`src/rtl/rmat_pkg.sv`:
```
`timescale 1ns / 1ps
`default_nettype none

package rmat_pkg;

  localparam int LEAVES_DEF = 1024;
  localparam int VAL_W      = 64;
  localparam int POS_W      = 10;
  localparam int RNG_W      = 11;

  typedef logic signed [VAL_W-1:0] val_t;
  typedef logic        [POS_W-1:0] pos_t;
  typedef logic        [RNG_W-1:0] rng_t;

  localparam val_t VAL_MIN = {1'b1, {(VAL_W-1){1'b0}}};

  typedef enum logic [2:0] {
    ST_CLEAR,
    ST_IDLE,
    ST_U_LEAF,
    ST_U_UP,
    ST_Q_WALK,
    ST_Q_DRAIN,
    ST_Q_DONE
  } state_t;

  typedef struct packed {
    logic clear_step;
    logic load;
    logic leaf_write;
    logic up_step;
    logic walk;
    logic load_out;
  } cmd_t;

  typedef struct packed {
    logic clear_last;
    logic op_query;
    logic pos_ok;
    logic root_next;
    logic range_open;
    logic out_space;
  } status_t;

endpackage

`default_nettype wire

```
`src/rtl/rmat_ctrl.sv`:
```
`timescale 1ns / 1ps
`default_nettype none

module rmat_ctrl
  import rmat_pkg::*;
(
  input  wire logic    clk,
  input  wire logic    rst,
  input  wire logic    in_valid,
  output logic         in_ready,
  input  wire status_t status,
  output cmd_t         cmd
);

  state_t state, state_next;

  always_ff @(posedge clk) begin
    if (rst) begin
      state <= ST_CLEAR;
    end else begin
      state <= state_next;
    end
  end

  always_comb begin
    state_next = state;
    unique case (state)
      ST_CLEAR: begin
        if (status.clear_last) state_next = ST_IDLE;
      end
      ST_IDLE: begin
        if (in_valid) begin
          if (status.op_query) begin
            state_next = ST_Q_WALK;
          end else if (status.pos_ok) begin
            state_next = ST_U_LEAF;
          end
        end
      end
      ST_U_LEAF: begin
        state_next = ST_U_UP;
      end
      ST_U_UP: begin
        if (status.root_next) state_next = ST_IDLE;
      end
      ST_Q_WALK: begin
        if (!status.range_open) state_next = ST_Q_DRAIN;
      end
      ST_Q_DRAIN: begin
        state_next = ST_Q_DONE;
      end
      ST_Q_DONE: begin
        if (status.out_space) state_next = ST_IDLE;
      end
      default: begin
        state_next = ST_CLEAR;
      end
    endcase
  end

  always_comb begin
    cmd      = '0;
    in_ready = 1'b0;
    unique case (state)
      ST_CLEAR: begin
        cmd.clear_step = 1'b1;
      end
      ST_IDLE: begin
        in_ready = 1'b1;
        cmd.load = in_valid;
      end
      ST_U_LEAF: begin
        cmd.leaf_write = 1'b1;
      end
      ST_U_UP: begin
        cmd.up_step = 1'b1;
      end
      ST_Q_WALK: begin
        cmd.walk = 1'b1;
      end
      ST_Q_DRAIN: begin
      end
      ST_Q_DONE: begin
        cmd.load_out = status.out_space;
      end
      default: begin
      end
    endcase
  end

endmodule

`default_nettype wire

```
`config.mk`:
```
export PLATFORM = sky130hd
export DESIGN_NAME = rmat_ctrl
export DESIGN_NICKNAME = d
export VERILOG_FILES = /design/src/rtl/rmat_pkg.sv /design/src/rtl/rmat_ctrl.sv
export SDC_FILE = /design/constraint.sdc
export NUM_CORES = 1
export LEC_CHECK = 0
export BUFFER_PORTS_ARGS = -buffer_cell sky130_fd_sc_hd__buf_2
export CAP_MARGIN = 30
export CELL_PAD_IN_SITES_DETAIL_PLACEMENT = 0
export CELL_PAD_IN_SITES_GLOBAL_PLACEMENT = 1
export CORE_AREA = 2 2 39 41
export CTS_CLUSTER_SIZE = 24
export DETAILED_ROUTE_END_ITERATION = 7
export DIE_AREA = 0 0 41 43
export GPL_TIMING_DRIVEN = 0
export MAX_ROUTING_LAYER = met4
export PLACE_DENSITY_LB_ADDON = 0.12
export SLEW_MARGIN = 10
export SYNTH_ARGS = -nofsm -noshare
export SYNTH_HDL_FRONTEND = slang
export SYNTH_SLANG_ARGS = --single-unit
```
`constraint.sdc`:
```
create_clock -name clk -period 1.6 [get_ports clk]
set_clock_uncertainty 0.2 [all_clocks]
set_input_delay 0.32 -clock clk [delete_from_list [all_inputs] [get_ports clk]]
set_output_delay 0.32 -clock clk [all_outputs]
set_load 0.01 [all_outputs]
```
==> impl_metrics.toml, run 1 <==
[finish]
antenna_cells = 0
largestRegisters = "state: 3 flops"
top_register = "state"
fin_util = 0.365
drive_gt1_frac = 0.661
final_area_sq_um = 505
final_nets = 72
largest_reg_flops = 3
syn_to_final_growth_pct = 69.7

[yosys]
netlist_area_sq_um = 298
syn_area_per_cell_sq_um = 8.27
ys_top_cells_by_count = "o21ai_0, dfxtp_1, nor2_1"
synth_cell_types = 24
synth_top_area_frac = 0.202
synthArstFlopShare = 0
synth.area.top_cells = "dfxtp_1, buf_6, o21ai_0, nor3b_4, a31oi_1"
syn_inst = 36
ys_seq_area_frac = 0.202
synth_top_cell_by_area = "dfxtp_1"
synth_edf_count = 0
yosys_warnings = 0
yosys_most_used_dff = "dfxtp_1"
synth_nets = 45
synth.most_common_cell = "o21ai_0"
ys_ff_latch = 3

[power_and_ir_drop]
sw_frac_of_total = 0.281
p_sw_w = 0.0000955
leakagePower_nw = 0.240
peakVddDrop_uv = 247
p_seq_frac = 0.255
power_density_nw_per_um2 = 672
internal-power_w = 0.000244
clockPowerShare = 0.391
pwr-share-comb = 0.354

[route]
wl_met1_um = 378
drt_first_pass_iters = 4
highest_layer = "met3"
vias_per_cell = 4.45
ant_nets = 0
drt_iter0_markers = 4
wl_met3_um = 46
wl_um = 845
vias = 347
wire_per_inst_um = 10.8
drc = 0
wl_met2_um = 420

[sta]
fin_hold_ws_ps = 86.0
drv_slew = 0
fin_crit_sh = 1.03
period_needed_ps = 1640
worst_pin_slew_ps = 212
fin_ws_ps = -44.8
hold_violations = 0
fmax_mhz = 608
tns_ps = -67.6
grt_setup_unrepaired = "yes"
setup_violations = 2
slew_headroom = 0.858

[hold_path]
worstHoldStart = "rst"
hold_path.class = "in2reg"

[setup_path]
r2r-start = "state[1]"
cp-start-kind = "flop"
arrival_ps = 1120
crit_start = "state[0]"
endpoint_kind = "primary output"
worstSetupPathType = "reg2out"
critPathMaxFanout = 7
required_ps = 1080

[clocking]
clockRootBuffer = "clkbuf_4"
cts_max_path_buffers = 2
htree_levels = 1
clk_pin_slew_worst_paths_ps = 40
clock_latency_ps = 230
numCtsBuffers = 3
cts_tree = "yes"
clock_sinks = 3

[floorplanning]
row_count = 14
die_area_sq_um = 1760
pin_count = 16
die_h_um = 43
core_sq_um = 1380
initial_utilization = 0.215
die_x_um = 41

[outcome]
violations = "setup timing"
status = "finished, violations left"

[placed_design]
pre_cts_slack_ps = 134
globalplace.congestion = 0.739
dpl.hpwl_um = 570
portBuffers = 15
dpl-instance-area_sq_um = 393

[global_route]
grt_pass1_vias = 358
grt_use_total = 0.122
antenna_found_initial = 0
grt_pass1_wl_um = 1460
grt_overflow_total = 0
grt_max_degree = 9

[run]
drv_cap = 0
[per-stage QoR]
stage	std cells	total power (W)
final	78	0.000339
after global routing	78	0.000367
after CTS	77	0.000344
after detailed placement	67	0.000179
after global placement	67	0.000178
after floorplan	36	0.000145
[final cells by class]
type                            instances  area (sq um)
Fill cell                             162           878
Multi-Input combinational cell         29           215
Timing Repair Buffer                   23           151
Sequential cell                         3          66.3
Clock buffer                            4          26.3
Buffer                                  2          22.5
Tap cell                               16          20.0
Inverter                                1          3.75
[final timing paths]
path                                 end  slack [ps]  depth (start not counted)
worst min register to register  state[1]         370                          2
worst min-delay path            state[1]          90                          2
worst max-delay path              cmd[4]         -40                          4
worst max register to register  state[2]         240                          3
[cell families (layout without fill, tap and decap cells)]
| logic type | count (synthesis) | in the layout | share of synthesized area |
|---|---|---|---|
| flops | 3 | 3 | 0.202 |
| mux | 1 | 1 | 0.0378 |
| buf+inv | 4 | 30 | 0.113 |
| compound gates | 10 | 10 | 0.206 |
| simple gates | 18 | 18 | 0.441 |
[layer usage]
layer / GRT usage / up-vias
met4: 0.0400 / 0
li1: - / 178
met5: - / -
met1: 0.141 / 160
met3: 0.0314 / 0
met2: 0.197 / 9
[layout by cell type (no fill, tap or decap), drive strengths merged, types with 3 or more instances in the layout]
cell / synthesis / final
buf: 3 / 25
o21ai: 4 / 4
clkbuf: 0 / 4
nor2: 3 / 3
nor3b: 3 / 3
dfxtp: 3 / 3
[power by group through the flow]
stage          combinational, W  sequential, W  clock, W
2_1_floorplan         0.0000613      0.0000841         0
3_3_place_gp          0.0000931      0.0000847         0
3_5_place_dp          0.0000943      0.0000847         0
4_1_cts                0.000119      0.0000852  0.000139
5_1_grt                0.000131      0.0000877  0.000148
6_report               0.000120      0.0000866  0.000133
[worst max-delay path, cell delays in order (launching register included)]
cell,delay [ps]
dfxtp_2,320
buf_6,120
nor3b_4,200
and2_4,170
buf_6,90
[what timing repair did]
action | CTS | global route
setup endpoints to repair | 4 | 7
hold endpoints to repair | 0 | 0
pin swaps | 2 | 3
hold buffers | 0 | 0
gates resized for setup | 7 | 5
buffers inserted | 6 | 2
No activity file was read; power rests on OpenSTA's default activity.
==> run 2: changes to the inputs <==
==> constraint.sdc (replaced) <==
create_clock -name clk -period 1.6 [get_ports clk]
set_clock_uncertainty 0.2 [all_clocks]
set_input_delay 0.16 -clock clk [delete_from_list [all_inputs] [get_ports clk]]
set_output_delay 0.16 -clock clk [all_outputs]
set_load 0.01 [all_outputs]
==> run 2 against run 1 <==
Effect of this change:
- count of clock-buffer cells in the layout is the same
- the run now ends clean
- combinational power shrank 12%
- largest power group unchanged
- final area shrank 11%
- global-route usage shrank 1.1 points
==> impl_metrics.toml, run 2 (synthesis results as in run 1) <==
[clocking]
clock_sinks = 3
clock_latency_ps = 230
numCtsBuffers = 3
clockRootBuffer = "clkbuf_4"
cts_max_path_buffers = 2
cts_tree = "yes"
htree_levels = 1
clk_pin_slew_worst_paths_ps = 40

[global_route]
grt_max_degree = 11
grt_overflow_total = 0
grt_pass1_wl_um = 1320
grt_use_total = 0.111
antenna_found_initial = 0
grt_pass1_vias = 329

[finish]
largest_reg_flops = 3
final_nets = 68
final_area_sq_um = 448
largestRegisters = "state: 3 flops"
antenna_cells = 0
final_cell_mix = "buf_2, o21ai_0"
final_common_cell = "buf_2"
syn_to_final_growth_pct = 50.4
drive_gt1_frac = 0.517
top_register = "state"
fin_util = 0.324

[sta]
slew_headroom = 0.867
fin_crit_sh = 0.950
setup_violations = 0
period_needed_ps = 1520
worst_pin_slew_ps = 198
fin_hold_ws_ps = 72.9
fmax_mhz = 658
grt_setup_unrepaired = "no"
drv_slew = 0
hold_violations = 0
tns_ps = 0

[route]
vias_per_cell = 4.51
drc = 0
vias = 334
wl_um = 772
drt_iter0_markers = 3
drt_first_pass_iters = 4
ant_nets = 0
wire_per_inst_um = 10.4

[outcome]
status = "finished clean"

[setup_path]
endpoint_kind = "primary output"
r2r_setup_slack_ps = 310
arrival_ps = 1160
crit_path_max_incr_delay_ps = 320
cp-start-kind = "flop"
required_ps = 1240
cp_cell_sequence = "buf_6 -> nor3b_4 -> and2_2 -> buf_2"
critPathTopFamily = "simple AND/OR/NAND/NOR gates"
critPathMaxFanout = 10
cp_slowest_cell = "dfxtp_1"
worstSetupPathType = "reg2out"
crit_buf_inv = 2

[placed_design]
globalplace.congestion = 0.739
dpl-instance-area_sq_um = 393
portBuffers = 15
dpl.hpwl_um = 570

[floorplanning]
die_area_sq_um = 1760
die_h_um = 43
core_sq_um = 1380
pin_count = 16
die_x_um = 41
row_count = 14
initial_utilization = 0.215

[hold_path]
hold_path.class = "in2reg"

[run]
drv_cap = 0

[power_and_ir_drop]
power_density_nw_per_um2 = 714
peakVddDrop_uv = 233
leakagePower_nw = 0.208
## run 2: cell types whose count changed in the layout (fill, tap and decap cells not counted), moves of 2 or more
cell / delta
buf_2: +2
buf_6: -2
buf_4: -5
dfxtp_2: -2
dfxtp_1: +3
## run 2: worst min-delay path, delay by kind of cell
| kind | cells | cell delay, ps |
|---|---|---|
| and+or+nand+nor | 1 | 70 |
| AOI/OAI and AO/OA | 2 | 140 |
| buffers and inverters | 1 | 80 |
## run 2: what timing repair did
| item | CTS | global route |
|---|---|---|
| hold buffers | 1 | 0 |
| hold endpoints to repair | 3 | 0 |
| setup buffers | 0 | 2 |
| gates resized for setup | 0 | 1 |
| endpoints found under the setup margin | 0 | 1 |
## run 2: worst paths after layout
check | startpoint | end | depth (start not counted)
setup / recovery | state[2] | cmd[4] | 4
hold / removal | status[3] | state[0] | 4
setup reg to reg | state[1] | state[2] | 3
hold reg to reg | state[1] | state[1] | 3
## run 2: through the flow
stage / setup slack, ps / std cells / total power, W
floorplan: 350 / 36 / 0.000145
finish: 79.5 / 74 / 0.000320
CTS: 33.8 / 72 / 0.000320
global route: 12.3 / 74 / 0.000348
detailed placement: 294 / 67 / 0.000179
global placement: 307 / 67 / 0.000178
## run 2: cell type report
type                    count  area (sq um)
well taps                  16          20.0
repair buffers             18           100
flip-flops and latches      3          60.1
multi-input cells          29           204
inverters                   1          3.75
fillers                   165           936
clock buffers               4          26.3
plain buffers               3          33.8
## run 2: report_power, final
| part | switching (W) | internal (W) |
|---|---|---|
| Sequential | 0.00000364 | 0.0000806 |
| Clock | 0.0000371 | 0.0000933 |
| Combinational | 0.0000473 | 0.0000578 |
## run 2: metal layers
| metal | vias up | routed length, um | GRT usage |
|---|---|---|---|
| li1 | 170 | - | - |
| met1 | 155 | 353 | 0.115 |
| met2 | 9 | 373 | 0.188 |
| met3 | 0 | 45 | 0.0314 |
| met4 | 0 | 0 | 0.0400 |
| met5 | - | 0 | - |
==> run 3: changes to the inputs <==
--- a/config.mk
+++ b/config.mk
@@ -10,12 +10,14 @@
 export CELL_PAD_IN_SITES_DETAIL_PLACEMENT = 0
 export CELL_PAD_IN_SITES_GLOBAL_PLACEMENT = 1
 export CORE_AREA = 2 2 39 41
+export CTS_CLUSTER_DIAMETER = 60
 export CTS_CLUSTER_SIZE = 24
 export DETAILED_ROUTE_END_ITERATION = 7
 export DIE_AREA = 0 0 41 43
 export GPL_TIMING_DRIVEN = 0
 export MAX_ROUTING_LAYER = met4
 export PLACE_DENSITY_LB_ADDON = 0.12
+export REMOVE_ABC_BUFFERS = 1
 export SLEW_MARGIN = 10
 export SYNTH_ARGS = -nofsm -noshare
 export SYNTH_HDL_FRONTEND = slang
==> run 3 against run 2 <==
Effect of this change:
- maximum frequency is 1.5% higher
- sequential power is 15% higher
- non-clock buffer count is 5 lower
- worst hold slack worse by 17 ps
- sequential share of layout area is 2.4 points higher
- global-route usage is 0.73 points lower
- final area is 10% lower
- utilization is 3.3 points lower
- sequential cell count stayed put
- first-iteration DRC count is 33% higher
- die area stayed put
- power is 6.6% lower
- critical endpoint unchanged
==> impl_metrics.toml, run 3 (synthesis results as in run 1) <==
[placed_design]
portBuffers = 15
dpl.hpwl_um = 553
globalplace.congestion = 0.671
dpl-instance-area_sq_um = 363
pre_cts_slack_ps = 24.8

[route]
drt_first_pass_iters = 3
wl_um = 712
vias = 307
ant_nets = 0
wire_per_inst_um = 10.3
drt_iter0_markers = 4
vias_per_cell = 4.45
drc = 0

[sta]
hold_violations = 0
slew_headroom = 0.837
fin_crit_sh = 0.936
period_needed_ps = 1500
tns_ps = 0
drv_slew = 0
setup_violations = 0
grt_setup_unrepaired = "no"
fmax_mhz = 668
worst_pin_slew_ps = 244
fin_ws_ps = 102

[floorplanning]
pin_count = 16
die_x_um = 41
row_count = 14
die_area_sq_um = 1760
die_h_um = 43
initial_utilization = 0.215
core_sq_um = 1380

[clocking]
cts_max_path_buffers = 2
cts_tree = "yes"
htree_levels = 1
clockRootBuffer = "clkbuf_4"
clock_latency_ps = 230
clock_sinks = 3
numCtsBuffers = 3
clk_pin_slew_worst_paths_ps = 30
post-cts-setup-buffers = 0

[outcome]
status = "finished clean"

[finish]
final_area_sq_um = 403
final_common_cell = "buf_2"
syn_to_final_growth_pct = 35.3
largest_reg_flops = 3
antenna_cells = 0
final_cell_mix = "buf_2, o21ai_0, nor2_1, clkbuf_4, dfxtp_2"
top_register = "state"
final_nets = 63
largestRegisters = "state: 3 flops"
drive_gt1_frac = 0.528

[power_and_ir_drop]
power_density_nw_per_um2 = 741
leakagePower_nw = 0.181
peakVddDrop_uv = 166

[setup_path]
critPathTopFamily = "flip-flops"
required_ps = 1240
crit_path_max_incr_delay_ps = 410
r2r-start = "state[1]"
worstSetupPathType = "reg2out"
cp-start-kind = "flop"
arrival_ps = 1140
cp_slowest_cell = "dfxtp_2"
endpoint_kind = "primary output"
critPathMaxFanout = 11
cp_cell_sequence = "nor3b_4 -> and2_2 -> buf_2"
crit_start = "state[0]"
crit_buf_inv = 1

[global_route]
grt_use_total = 0.104
grt_overflow_total = 0
antenna_found_initial = 0
grt_max_degree = 13
grt_pass1_wl_um = 1260
grt_pass1_vias = 314

[hold_path]
hold_path.class = "in2reg"
worstHoldStart = "status[3]"

[run]
drv_cap = 0
==> run 3: layout make-up <==
| type | instances | area (sq um) |
|---|---|---|
| Inverter | 1 | 3.75 |
| Clock buffer | 4 | 26.3 |
| Timing Repair Buffer | 16 | 85.1 |
| Tap cell | 16 | 20.0 |
| Sequential cell | 3 | 63.8 |
| Multi-Input combinational cell | 29 | 204 |
| Fill cell | 171 | 981 |
==> run 3: worst reg2reg max path, stage by stage, from the launching register on <==
cell	delay, ps
dfxtp_2	460
mux2_2	370
a31oi_1	210
nor3_2	70
==> run 3: path summary, 6_finish.rpt <==
| path | endpoint | slack, ps | cells after the start |
|---|---|---|---|
| setup / recovery | cmd[4] | 100 | 3 |
| hold / removal | state[0] | 60 | 4 |
| hold reg to reg | state[1] | 400 | 2 |
| setup reg to reg | state[2] | 180 | 3 |
==> run 3: metrics by stage <==
step	utilization	power (W)	instances	hold slack (ps)
finish	0.291	0.000299	69	56.2
global route	0.291	0.000325	69	109
CTS	0.291	0.000308	69	53.4
detailed placement	0.262	0.000169	64	173
global placement	0.262	0.000167	64	173
floorplan	-	0.000136	33	29.1
==> run 3: repair_timing <==
action,CTS,global route
resized for setup,3,0
setup endpoints to repair,2,0
hold buffers,1,0
hold endpoints to repair,3,0
==> run 3: routing by layer <==
layer  part of all wire  global-route usage
met5                  0                   -
met4                  0              0.0400
met3              0.067              0.0157
met2               0.49               0.172
met1               0.44               0.118
==> run 3: power breakdown <==
group | total (W) | internal, W | switching [W]
Clock | 0.000129 | 0.0000932 | 0.0000359
Combinational | 0.0000725 | 0.0000417 | 0.0000308
Sequential | 0.0000969 | 0.0000818 | 0.0000151
